## config.mk

```make
export PLATFORM = sky130hd
export DESIGN_NAME = i2c_master_byte_engine_core
export DESIGN_NICKNAME = d
export VERILOG_FILES = /design/src/rtl/i2cm_pkg.sv /design/src/rtl/i2cm_fifo.sv /design/src/rtl/i2cm_front.sv /design/src/rtl/i2cm_engine.sv /design/src/rtl/i2c_master_byte_engine_core.sv
export SDC_FILE = /design/constraint.sdc
export NUM_CORES = 1
export LEC_CHECK = 0
export BUFFER_PORTS_ARGS = -buffer_cell sky130_fd_sc_hd__clkbuf_2
export CAP_MARGIN = 5
export CORE_ASPECT_RATIO = 1.5
export CORE_MARGIN = 5
export CORE_UTILIZATION = 55
export CTS_BUF_LIST = sky130_fd_sc_hd__clkbuf_2 sky130_fd_sc_hd__clkbuf_4 sky130_fd_sc_hd__clkbuf_8
export DETAILED_ROUTE_END_ITERATION = 10
export PLACE_DENSITY_LB_ADDON = 0.2
export RECOVER_POWER = 100
export SETUP_SLACK_MARGIN = 0.3
export SYNTH_ARGS = -nofsm -noshare
export SYNTH_HDL_FRONTEND = slang
export SYNTH_SLANG_ARGS = --single-unit
```

## constraint.sdc

```tcl
create_clock -name clk -period 6.2 [get_ports clk]
set_input_delay 0.31 -clock clk [delete_from_list [all_inputs] [get_ports clk]]
set_output_delay 0.31 -clock clk [all_outputs]
set_load 0.05 [all_outputs]
```

## src/rtl/i2cm_pkg.sv

```systemverilog
// Shared types and constants for the I2C master byte engine.
package i2cm_pkg;

  localparam int unsigned QUEUE_DEPTH_DEF = 2;
  localparam logic [15:0] HALF_PERIOD_RST = 16'd250;
  localparam logic [3:0]  DATA_BITS       = 4'd8;

  typedef enum logic [2:0] {
    CMD_NONE  = 3'd0,
    CMD_START = 3'd1,
    CMD_WRITE = 3'd2,
    CMD_READ  = 3'd3,
    CMD_STOP  = 3'd4
  } cmd_t;

  typedef enum logic [3:0] {
    PH_IDLE     = 4'd0,
    PH_S_SDA_UP = 4'd1,
    PH_S_SCL_UP = 4'd2,
    PH_S_SDA_DN = 4'd3,
    PH_S_SCL_DN = 4'd4,
    PH_BIT_LOW  = 4'd5,
    PH_BIT_HIGH = 4'd6,
    PH_P_LOW    = 4'd7,
    PH_P_SCL_UP = 4'd8,
    PH_P_SDA_UP = 4'd9
  } phase_t;

  typedef struct packed {
    cmd_t       cmd;
    logic [7:0] data_byte;
    logic       last_byte;
    logic       scl_in;
    logic       sda_in;
  } item_t;

  typedef struct packed {
    logic       scl_out;
    logic       sda_out;
    logic       ready_res;
    logic       cmd_done;
    logic [7:0] rx_byte;
    logic       rx_valid;
    logic       ack_bit;
  } result_t;

endpackage

```

## src/rtl/i2cm_fifo.sv

```systemverilog
// Small register FIFO used for the command queue and the result buffer.
module i2cm_fifo #(
  parameter int unsigned WIDTH = 16,
  parameter int unsigned DEPTH = i2cm_pkg::QUEUE_DEPTH_DEF
) (
  input  logic             clk,
  input  logic             rst,
  input  logic             push,
  input  logic [WIDTH-1:0] wr_data,
  input  logic             pop,
  output logic [WIDTH-1:0] rd_data,
  output logic             full,
  output logic             empty
);

  localparam int unsigned AW = (DEPTH > 1) ? $clog2(DEPTH) : 1;
  localparam int unsigned CW = $clog2(DEPTH + 1);

  logic [WIDTH-1:0] mem [DEPTH];
  logic [AW-1:0]    wr_ptr;
  logic [AW-1:0]    rd_ptr;
  logic [CW-1:0]    count;
  logic             do_push;
  logic             do_pop;

  assign full    = (count == CW'(DEPTH));
  assign empty   = (count == '0);
  assign do_push = push && !full;
  assign do_pop  = pop && !empty;
  assign rd_data = mem[rd_ptr];

  always_ff @(posedge clk) begin
    if (do_push) begin
      mem[wr_ptr] <= wr_data;
    end
  end

  always_ff @(posedge clk) begin
    if (rst) begin
      wr_ptr <= '0;
      rd_ptr <= '0;
      count  <= '0;
    end else begin
      if (do_push) begin
        wr_ptr <= (wr_ptr == AW'(DEPTH - 1)) ? '0 : wr_ptr + 1'b1;
      end
      if (do_pop) begin
        rd_ptr <= (rd_ptr == AW'(DEPTH - 1)) ? '0 : rd_ptr + 1'b1;
      end
      if (do_push && !do_pop) begin
        count <= count + 1'b1;
      end else if (do_pop && !do_push) begin
        count <= count - 1'b1;
      end
    end
  end

endmodule

```

## src/rtl/i2cm_front.sv

```systemverilog
// Front end: accepts input items, decodes the command code and queues them.
module i2cm_front #(
  parameter int unsigned QUEUE_DEPTH = i2cm_pkg::QUEUE_DEPTH_DEF
) (
  input  logic            clk,
  input  logic            rst,
  input  logic            in_valid,
  output logic            in_ready,
  input  logic [2:0]      func,
  input  logic [7:0]      data_byte,
  input  logic            last_byte,
  input  logic            scl_in,
  input  logic            sda_in,
  input  logic            pop,
  output logic            item_valid,
  output i2cm_pkg::item_t item
);

  i2cm_pkg::item_t  wr_item;
  i2cm_pkg::cmd_t   cmd;
  logic             full;
  logic             empty;
  logic [$bits(i2cm_pkg::item_t)-1:0] rd_bits;

  always_comb begin
    case (func)
      i2cm_pkg::CMD_START: cmd = i2cm_pkg::CMD_START;
      i2cm_pkg::CMD_WRITE: cmd = i2cm_pkg::CMD_WRITE;
      i2cm_pkg::CMD_READ:  cmd = i2cm_pkg::CMD_READ;
      i2cm_pkg::CMD_STOP:  cmd = i2cm_pkg::CMD_STOP;
      default:             cmd = i2cm_pkg::CMD_NONE;
    endcase
  end

  always_comb begin
    wr_item.cmd       = cmd;
    wr_item.data_byte = data_byte;
    wr_item.last_byte = last_byte;
    wr_item.scl_in    = scl_in;
    wr_item.sda_in    = sda_in;
  end

  i2cm_fifo #(
    .WIDTH ($bits(i2cm_pkg::item_t)),
    .DEPTH (QUEUE_DEPTH)
  ) u_queue (
    .clk     (clk),
    .rst     (rst),
    .push    (in_valid),
    .wr_data (wr_item),
    .pop     (pop),
    .rd_data (rd_bits),
    .full    (full),
    .empty   (empty)
  );

  assign in_ready   = !full;
  assign item_valid = !empty;
  assign item       = i2cm_pkg::item_t'(rd_bits);

endmodule

```

## src/rtl/i2cm_engine.sv

```systemverilog
// Back end: I2C bus phase sequencer, one bus clock cycle per queued item.
module i2cm_engine (
  input  logic              clk,
  input  logic              rst,
  input  logic              cfg_valid,
  input  logic [15:0]       cfg_data,
  input  logic              item_valid,
  input  i2cm_pkg::item_t   item,
  input  logic              res_ready,
  output logic              item_pop,
  output logic              res_valid,
  output i2cm_pkg::result_t res
);

  logic [15:0]      half_period;
  i2cm_pkg::phase_t phase, phase_next;
  i2cm_pkg::cmd_t   command, command_next;
  logic [3:0]       bit_count, bit_count_next;
  logic [7:0]       shift_reg, shift_reg_next;
  logic             nack_after_read, nack_after_read_next;
  logic [15:0]      half_timer, half_timer_next;
  logic             scl_drive, scl_drive_next;
  logic             sda_drive, sda_drive_next;
  logic             ack_store, ack_store_next;
  logic             done;
  logic             rxv;
  logic [7:0]       rxb;
  logic [15:0]      reload;
  logic             high_phase;
  logic             step;
  logic [3:0]       bc_inc;
  logic [7:0]       shifted;

  assign step     = item_valid && res_ready;
  assign item_pop = step;
  assign res_valid = step;
  assign reload   = (half_period == 16'd0) ? 16'd1 : half_period;
  assign high_phase = (phase == i2cm_pkg::PH_S_SCL_UP) || (phase == i2cm_pkg::PH_BIT_HIGH) ||
                      (phase == i2cm_pkg::PH_P_SCL_UP);
  assign bc_inc   = bit_count + 4'd1;
  assign shifted  = (command == i2cm_pkg::CMD_READ) ? {shift_reg[6:0], item.sda_in}
                                                    : {shift_reg[6:0], 1'b0};

  always_comb begin
    phase_next           = phase;
    command_next         = command;
    bit_count_next       = bit_count;
    shift_reg_next       = shift_reg;
    nack_after_read_next = nack_after_read;
    half_timer_next      = half_timer;
    scl_drive_next       = scl_drive;
    sda_drive_next       = sda_drive;
    ack_store_next       = ack_store;
    done                 = 1'b0;
    rxv                  = 1'b0;
    rxb                  = 8'd0;
    if (phase == i2cm_pkg::PH_IDLE) begin
      command_next = item.cmd;
      case (item.cmd)
        i2cm_pkg::CMD_START: begin
          sda_drive_next  = 1'b1;
          phase_next      = i2cm_pkg::PH_S_SDA_UP;
          half_timer_next = reload;
        end
        i2cm_pkg::CMD_WRITE: begin
          shift_reg_next  = item.data_byte;
          bit_count_next  = 4'd0;
          scl_drive_next  = 1'b0;
          sda_drive_next  = item.data_byte[7];
          phase_next      = i2cm_pkg::PH_BIT_LOW;
          half_timer_next = reload;
        end
        i2cm_pkg::CMD_READ: begin
          shift_reg_next       = 8'd0;
          bit_count_next       = 4'd0;
          nack_after_read_next = item.last_byte;
          scl_drive_next       = 1'b0;
          sda_drive_next       = 1'b1;
          phase_next           = i2cm_pkg::PH_BIT_LOW;
          half_timer_next      = reload;
        end
        i2cm_pkg::CMD_STOP: begin
          scl_drive_next  = 1'b0;
          sda_drive_next  = 1'b0;
          phase_next      = i2cm_pkg::PH_P_LOW;
          half_timer_next = reload;
        end
        default: begin
          command_next = i2cm_pkg::CMD_NONE;
        end
      endcase
    end else if (high_phase && !item.scl_in) begin
      // hold while the target stretches SCL
    end else if (half_timer > 16'd1) begin
      half_timer_next = half_timer - 16'd1;
    end else begin
      case (phase)
        i2cm_pkg::PH_S_SDA_UP: begin
          scl_drive_next  = 1'b1;
          phase_next      = i2cm_pkg::PH_S_SCL_UP;
          half_timer_next = reload;
        end
        i2cm_pkg::PH_S_SCL_UP: begin
          sda_drive_next  = 1'b0;
          phase_next      = i2cm_pkg::PH_S_SDA_DN;
          half_timer_next = reload;
        end
        i2cm_pkg::PH_S_SDA_DN: begin
          scl_drive_next  = 1'b0;
          phase_next      = i2cm_pkg::PH_S_SCL_DN;
          half_timer_next = reload;
        end
        i2cm_pkg::PH_S_SCL_DN: begin
          phase_next      = i2cm_pkg::PH_IDLE;
          half_timer_next = 16'd0;
          done            = 1'b1;
        end
        i2cm_pkg::PH_BIT_LOW: begin
          scl_drive_next  = 1'b1;
          phase_next      = i2cm_pkg::PH_BIT_HIGH;
          half_timer_next = reload;
        end
        i2cm_pkg::PH_BIT_HIGH: begin
          if (bit_count < i2cm_pkg::DATA_BITS) begin
            shift_reg_next = shifted;
          end else if (command == i2cm_pkg::CMD_WRITE) begin
            ack_store_next = item.sda_in;
          end
          bit_count_next = bc_inc;
          scl_drive_next = 1'b0;
          if (bc_inc > i2cm_pkg::DATA_BITS) begin
            phase_next      = i2cm_pkg::PH_IDLE;
            half_timer_next = 16'd0;
            done            = 1'b1;
            if (command == i2cm_pkg::CMD_READ) begin
              rxv = 1'b1;
              rxb = shift_reg;
            end
          end else begin
            if (bc_inc == i2cm_pkg::DATA_BITS) begin
              sda_drive_next = (command == i2cm_pkg::CMD_READ) ? nack_after_read : 1'b1;
            end else begin
              sda_drive_next = (command == i2cm_pkg::CMD_READ) ? 1'b1 : shifted[7];
            end
            phase_next      = i2cm_pkg::PH_BIT_LOW;
            half_timer_next = reload;
          end
        end
        i2cm_pkg::PH_P_LOW: begin
          scl_drive_next  = 1'b1;
          phase_next      = i2cm_pkg::PH_P_SCL_UP;
          half_timer_next = reload;
        end
        i2cm_pkg::PH_P_SCL_UP: begin
          sda_drive_next  = 1'b1;
          phase_next      = i2cm_pkg::PH_P_SDA_UP;
          half_timer_next = reload;
        end
        i2cm_pkg::PH_P_SDA_UP: begin
          phase_next      = i2cm_pkg::PH_IDLE;
          half_timer_next = 16'd0;
          done            = 1'b1;
        end
        default: begin
          phase_next      = i2cm_pkg::PH_IDLE;
          half_timer_next = 16'd0;
        end
      endcase
    end
  end

  always_comb begin
    res.scl_out   = scl_drive_next;
    res.sda_out   = sda_drive_next;
    res.ready_res = (phase_next == i2cm_pkg::PH_IDLE);
    res.cmd_done  = done;
    res.rx_byte   = rxb;
    res.rx_valid  = rxv;
    res.ack_bit   = ack_store_next;
  end

  always_ff @(posedge clk) begin
    if (rst) begin
      half_period <= i2cm_pkg::HALF_PERIOD_RST;
    end else if (cfg_valid) begin
      half_period <= cfg_data;
    end
  end

  always_ff @(posedge clk) begin
    if (rst) begin
      phase           <= i2cm_pkg::PH_IDLE;
      command         <= i2cm_pkg::CMD_NONE;
      bit_count       <= 4'd0;
      shift_reg       <= 8'd0;
      nack_after_read <= 1'b0;
      half_timer      <= 16'd0;
      scl_drive       <= 1'b1;
      sda_drive       <= 1'b1;
      ack_store       <= 1'b0;
    end else if (step) begin
      phase           <= phase_next;
      command         <= command_next;
      bit_count       <= bit_count_next;
      shift_reg       <= shift_reg_next;
      nack_after_read <= nack_after_read_next;
      half_timer      <= half_timer_next;
      scl_drive       <= scl_drive_next;
      sda_drive       <= sda_drive_next;
      ack_store       <= ack_store_next;
    end
  end

endmodule

```

## src/rtl/i2c_master_byte_engine_core.sv

```systemverilog
// Top level of the I2C master byte engine: command queue, bus sequencer, result buffer.
//
//  channel  | direction | handshake            | payload
//  s_*      | in        | s_tvalid / s_tready  | one sampled bus cycle with optional command
//  m_*      | out       | m_tvalid / m_tready  | line drives and status after that cycle
//  cfg_*    | in        | cfg_valid / cfg_ready| half_period register
//
// One item per clock while the result buffer has room; item and result are both buffered.
// The sequencer advances once per queued item, when the result buffer has room.
// Reset clears the queues and puts both lines released, phase idle, half_period 250.
// Either side may stall; the queues absorb short stalls.
module i2c_master_byte_engine_core #(
  parameter int unsigned QUEUE_DEPTH = i2cm_pkg::QUEUE_DEPTH_DEF
) (
  input  logic        clk,
  input  logic        rst,
  input  logic        s_tvalid,
  output logic        s_tready,
  input  logic [15:0] s_tdata,   // data_byte[7:0], scl_in[8], sda_in[9], zero fill
  input  logic [2:0]  s_tuser,   // func[2:0]
  input  logic        s_tlast,   // last_byte
  output logic        m_tvalid,
  input  logic        m_tready,
  output logic [15:0] m_tdata,   // scl_out, sda_out, ready_res, cmd_done, rx_byte[7:0],
                                 // rx_valid, ack_bit, zero fill
  input  logic        cfg_valid,
  output logic        cfg_ready,
  input  logic [15:0] cfg_data
);

  i2cm_pkg::item_t   item;
  i2cm_pkg::result_t res;
  logic              item_valid;
  logic              item_pop;
  logic              res_valid;
  logic              out_full;
  logic              out_empty;
  logic [15:0]       res_bits;

  assign cfg_ready = 1'b1;

  i2cm_front #(
    .QUEUE_DEPTH (QUEUE_DEPTH)
  ) u_front (
    .clk        (clk),
    .rst        (rst),
    .in_valid   (s_tvalid),
    .in_ready   (s_tready),
    .func       (s_tuser),
    .data_byte  (s_tdata[7:0]),
    .last_byte  (s_tlast),
    .scl_in     (s_tdata[8]),
    .sda_in     (s_tdata[9]),
    .pop        (item_pop),
    .item_valid (item_valid),
    .item       (item)
  );

  i2cm_engine u_engine (
    .clk        (clk),
    .rst        (rst),
    .cfg_valid  (cfg_valid),
    .cfg_data   (cfg_data),
    .item_valid (item_valid),
    .item       (item),
    .res_ready  (!out_full),
    .item_pop   (item_pop),
    .res_valid  (res_valid),
    .res        (res)
  );

  assign res_bits = {2'b00, res.ack_bit, res.rx_valid, res.rx_byte, res.cmd_done,
                     res.ready_res, res.sda_out, res.scl_out};

  i2cm_fifo #(
    .WIDTH (16),
    .DEPTH (QUEUE_DEPTH)
  ) u_out_buf (
    .clk     (clk),
    .rst     (rst),
    .push    (res_valid),
    .wr_data (res_bits),
    .pop     (m_tready),
    .rd_data (m_tdata),
    .full    (out_full),
    .empty   (out_empty)
  );

  assign m_tvalid = !out_empty;

endmodule

```

==> impl_metrics.toml, run 1 <==
[outcome]
status = "finished clean"

[critical_path]
arrival_ns = 3.73
crit_required_ns = 6.57
critPathMaxFanout = 9
crit_type = "reg2reg"
crit_chain = "or4_1, or3_1, o31ai_1, nand3_1, or4b_1, a21oi_1"
r2r_setup_slack_ns = 2.84
end_kind = "flop"
crit_buf_inv = 0
cp-start-kind = "flop"
max_stage_delay_ns = 0.74
cp_slowest_cell = "o31ai_1"
crit_family = "simple AND/OR/NAND/NOR gates"

[timing]
fmax_mhz = 298
finalSetupTns_ns = 0
worst_slew_pin_slew_ns = 1.20
relSlewSlack_pct = 19.7
grt_setup_unrepaired = "false"
drv_slew = 0
min_period_ns = 3.36
fin_skew_ns = 0.0126
layout_setup_ws_ns = 2.84
finalCritPeriodShare_pct = 54.2
setup_viol = 0
final-hold-violation-count = 0

[die]
dieHeight_um = 136
die-area_um2 = 12700
core_area_um2 = 10500
start_util_pct = 55.3
die_w_um = 93.8
io_pins = 60
row_count = 46

[routing]
drcViolationCount = 0
totalWireLength_um = 13000
via_count = 4518
viasPerCell = 5.95
first_iter_violations = 383
drtPass1Iterations = 5
wire_per_inst_um = 17.1
drtAntennaViolNets = 0

[logic_synthesis]
yosysTopAreaCell = "edfxtp_1"
yosysMostFrequentCell = "dfxtp_1"
synth_edf_count = 56
synth_common_cells = "dfxtp_1, nor2_1, edfxtp_1, nand2_1, mux2i_1"
yosysUniqueCellTypes = 74
synth_top_area_share_pct = 29.0
syn_inst = 562
yosysWarnings = 0
avgSynthCellArea_um2 = 10.3
synth_area_um2 = 5790
synth_top_flop_cell = "dfxtp_1"
seq_area_frac_synth_pct = 51.5
async_reset_ff_share_pct = 0
synth_area_leaders = "edfxtp_1, dfxtp_1, mux2i_1"
ys_ff_latch = 121

[finish]
reg_top3 = "u_front.u_queue.mem x28, u_out_buf.mem x28"
stdcell_count = 759
fill_cells = 914
drive_gt1_share_pct = 13.3
ff_latch_area_um2 = 2980
fin_util_pct = 61.7
fin_nets = 648
num_antenna_cells = 0
syn_to_final_growth_pct = 11.5
multi_input_area_um2 = 2580

[grt]
grt_max_degree = 49
overflow = 0
antenna_found_initial = 0
grt_usage_pct = 21.3
grt_pass1_vias = 4367
grt_pass1_wl_um = 20900

[clock_network]
hold_buffers = 0
cts_made_buffers = 17
cts_tree = "built"
postCtsSetupRepairBufs = 0
path_clk_slew_ns = 0.07
cts_resized = 0
cts_num_sinks = 121
cts_max_level = 4
cts.root.buffer_cell = "clkbuf_8"
insertion_delay_ns = 0.45
cts_buffer_depth = 2

[power_and_ir_drop]
power_frac_seq_pct = 34.9
power_frac_clock_pct = 21.8
p_comb_share_pct = 43.3
p_int_mw = 1.94
power.net_switching_mw = 1.49
peakVddDrop_mv = 0.231
switching_share_pct = 43.4
power_density_nw_per_um2 = 531
p_leak_nw = 2.45

[placement]
routabilityCongestion = 0.931
dpl_worst_slack_ns = 3.18
place_inst = 727
hpwl_um = 9130
port_buffers = 50

[min_path]
hold_class = "in2reg"

[run]
maxCapViolCount = 0
-- path summary, 6_finish.rpt --
check | endpoint | start | depth (start not counted)
setup / recovery | u_engine.bit_count[2] | u_engine.half_timer[9] | 6
hold / removal | u_front.u_queue.mem[0][3] | s_tdata[0] | 1
setup reg to reg | u_engine.bit_count[2] | u_engine.half_timer[9] | 6
hold reg to reg | u_engine.half_timer[11] | u_engine.half_period[11] | 1
-- through the flow --
step	total power, mW	hold WS (ns)	cell area, um^2
6_report	3.43	0.0613	6460
4_1_cts	3.49	0.0362	6530
3_3_place_gp	2.70	0.471	6110
2_1_floorplan	2.40	0.409	5800
3_5_place_dp	2.74	0.478	6110
5_1_grt	3.63	0.0309	6460
-- layout make-up --
class                           count  area share [%]
Sequential cell                   121            46.2
Inverter                           11           0.639
Timing Repair Buffer               56            3.91
Multi-Input combinational cell    395            39.9
Clock inverter                     13            2.50
Tap cell                          144            2.79
Clock buffer                       19            4.05
-- per-layer routing --
metal | up-vias | track usage (%) | share of wire [%]
met3 | 45 | 6.00 | 4.7
li1 | 2167 | - | -
met2 | 157 | 38.4 | 54
met1 | 2149 | 21.8 | 37
met4 | 0 | 11.7 | 3.9
met5 | - | 0 | 0
-- kinds of logic after synthesis --
| logic type | count (synthesis) | share of synthesized area [%] |
|---|---|---|
| flip-flops | 121 | 51.5 |
| AND/OR/NAND/NOR | 203 | 17.7 |
| multiplexers | 54 | 9.70 |
| buffers and inverters | 47 | 3.52 |
| adder cells (fa/ha/maj) | 5 | 1.08 |
| XOR/XNOR | 12 | 1.81 |
| other | 2 | 0.130 |
| AO/OA/AOI/OAI | 118 | 14.6 |
-- power by group through the flow --
stage | combinational (mW) | sequential, mW | clock (mW)
after global routing | 1.61 | 1.22 | 0.800
after global placement | 1.51 | 1.20 | 0
after CTS | 1.54 | 1.19 | 0.758
after floorplan | 1.26 | 1.14 | 0
after detailed placement | 1.53 | 1.21 | 0
final | 1.48 | 1.20 | 0.748
-- cells in the final DEF, fill, tap and decap left out, types with 9 or more instances in the layout --
cell type  netlist  final
inv_1           11     11
nand3_1         14     15
and2_0           0      9
nor3_1          14     15
clkbuf_2         0     22
mux2_2          17     17
o21ai_0         20     21
clkbuf_8         0     19
nor4_1          11     11
a21oi_1         25     25
mux2i_1         37     37
edfxtp_1        56     56
dfxtp_1         65     65
nor2_1          58     58
xor2_1           9      9
clkbuf_1        25     30
nand2_1         49     49
Power figures use the tool's default switching activity.
==> run 2: changes to the inputs <==
- clock period: 6.2 -> 2.8 ns (I/O delays scaled with it)
==> impl_metrics.toml, run 2 (synthesized netlist as in run 1, its figures left out) <==
[outcome]
status = "finished clean"

[placement]
routabilityCongestion = 0.975
port_buffers = 50
hpwl_um = 9720

[clock_network]
path_clk_slew_ns = 0.07
cts_tree = "built"
cts_buffer_depth = 2
cts.root.buffer_cell = "clkbuf_8"
cts_made_buffers = 17
insertion_delay_ns = 0.43
cts_num_sinks = 121
cts_max_level = 4

[power_and_ir_drop]
p_total_mw = 8.12
power_density_nw_per_um2 = 1160
peakVddDrop_mv = 0.595
p_leak_nw = 2.69

[timing]
setup_viol = 0
finalCritPeriodShare_pct = 91.9
worst_slew_pin_slew_ns = 1.14
fmax_mhz = 388
finalSetupTns_ns = 0
fin_skew_ns = 0.0118
drv_slew = 0
relSlewSlack_pct = 23.9
grt_setup_unrepaired = "true"
min_period_ns = 2.57
final-hold-violation-count = 0

[critical_path]
setup.worst_path.end = "u_out_buf.mem[0][2]"
cp_common_cell = "or3_1"
crit_chain = "or4_4, or3_1, or4_1, or3_1, nand2_1, o2111a_1"
cp-start-kind = "flop"
end_kind = "flop"
r2r_end = "u_out_buf.mem[0][2]"
r2r_setup_slack_ns = 0.23
cp_slowest_cell = "or4_4"
crit_type = "reg2reg"
crit_start = "u_engine.half_timer[12]"
critPathMaxFanout = 4
crit_required_ns = 3.09
r2r_cells = 6
max_stage_delay_ns = 0.55
r2r-start = "u_engine.half_timer[12]"
arrival_ns = 2.86

[min_path]
hold_class = "in2reg"
whs_path_depth = 2

[routing]
drcViolationCount = 0
via_count = 4779
drtAntennaViolNets = 0
first_iter_violations = 389
viasPerCell = 5.84
drtPass1Iterations = 5
wire_per_inst_um = 17.2
totalWireLength_um = 14100

[finish]
fill_cells = 862
fin_nets = 707
num_antenna_cells = 0
mostFrequentLayoutCells = "dfxtp_1, nor2_1, edfxtp_1, nand2_1, clkbuf_1"
syn_to_final_growth_pct = 21.1
reg_top3 = "u_front.u_queue.mem x28, u_out_buf.mem x28"
final_common_cell = "dfxtp_1"
drive_gt1_share_pct = 18.7

[die]
io_pins = 60
die-area_um2 = 12700
dieHeight_um = 136
start_util_pct = 55.3
die_w_um = 93.8
core_area_um2 = 10500
row_count = 46

[grt]
antenna_found_initial = 0
grt_pass1_vias = 4862
grt_pass1_wl_um = 22700
grt_max_degree = 49
overflow = 0
grt_usage_pct = 22.8

[run]
maxCapViolCount = 0
## run 2: changes by cell type in the layout (fill, tap and decap cells not counted), sizes merged
cell and delta:
dlygate4sd3 +27, clkinv +1, clkbuf +13, bufinv -2, inv -1, buf +21
## run 2: cell type report
cell class	count	area [um^2]	share of cell area, %
Timing Repair Buffer	115	729	10.4
Tap cell	144	180	2.57
Inverter	11	41.3	0.589
Clock inverter	11	93.8	1.34
Multi-Input combinational cell	395	2700	38.5
Sequential cell	121	2990	42.6
Clock buffer	21	277	3.94
## run 2: layer usage
layer | up-vias | track usage [%] | part of all wire (%)
met5 | - | 0 | 0
met4 | 0 | 12.9 | 4.7
met3 | 50 | 5.23 | 4.5
met2 | 162 | 41.1 | 53
met1 | 2279 | 23.8 | 37
li1 | 2288 | - | -
## run 2: metrics by stage
stage          instances  setup WS (ns)  util, %  hold WS [ns]  cell area (um^2)
6_report             818          0.226     67.0        0.0208              7010
5_1_grt              818          0.111     67.0       0.00613              7010
4_1_cts              815          0.300     67.0       0.00708              7020
3_5_place_dp         749          0.146     60.0         0.335              6280
3_3_place_gp         749          0.161     60.0         0.328              6280
2_1_floorplan        563          0.269        -         0.239              5810
## run 2: worst max-delay path, delay by kind of cell, from the launching register on
kind	cells	cell delay (ns)
compound gates	1	0.21
flops	1	0.32
simple gates	5	1.90
## run 2: how the worst min path moves through the flow
stage                                             to  startpoint  slack (ns)
after floorplan            u_front.u_queue.mem[0][0]  s_tdata[9]        0.24
after detailed placement   u_front.u_queue.mem[0][2]     s_tlast        0.33
final                     u_front.u_queue.mem[0][11]  s_tuser[2]        0.02
after global routing      u_front.u_queue.mem[0][11]  s_tuser[2]       0.006
after CTS                 u_front.u_queue.mem[0][11]  s_tuser[2]       0.007
after global placement     u_front.u_queue.mem[1][2]     s_tlast        0.33
## run 2: where the power goes
group / total [mW] / leakage, nW / internal [mW] / switching [mW]
clock: 1.46 / 0.198 / 0.767 / 0.690
combinational: 4.03 / 1.43 / 1.46 / 2.57
sequential: 2.63 / 1.06 / 2.33 / 0.306
total: 8.12 / 2.69 / 4.55 / 3.56
## run 2: repair_timing
item	in CTS	in global routing
setup endpoints to repair	35	42
hold buffers	27	0
resized for setup	13	16
buffers inserted	7	3
pin swaps	4	3
hold endpoints to repair	38	0
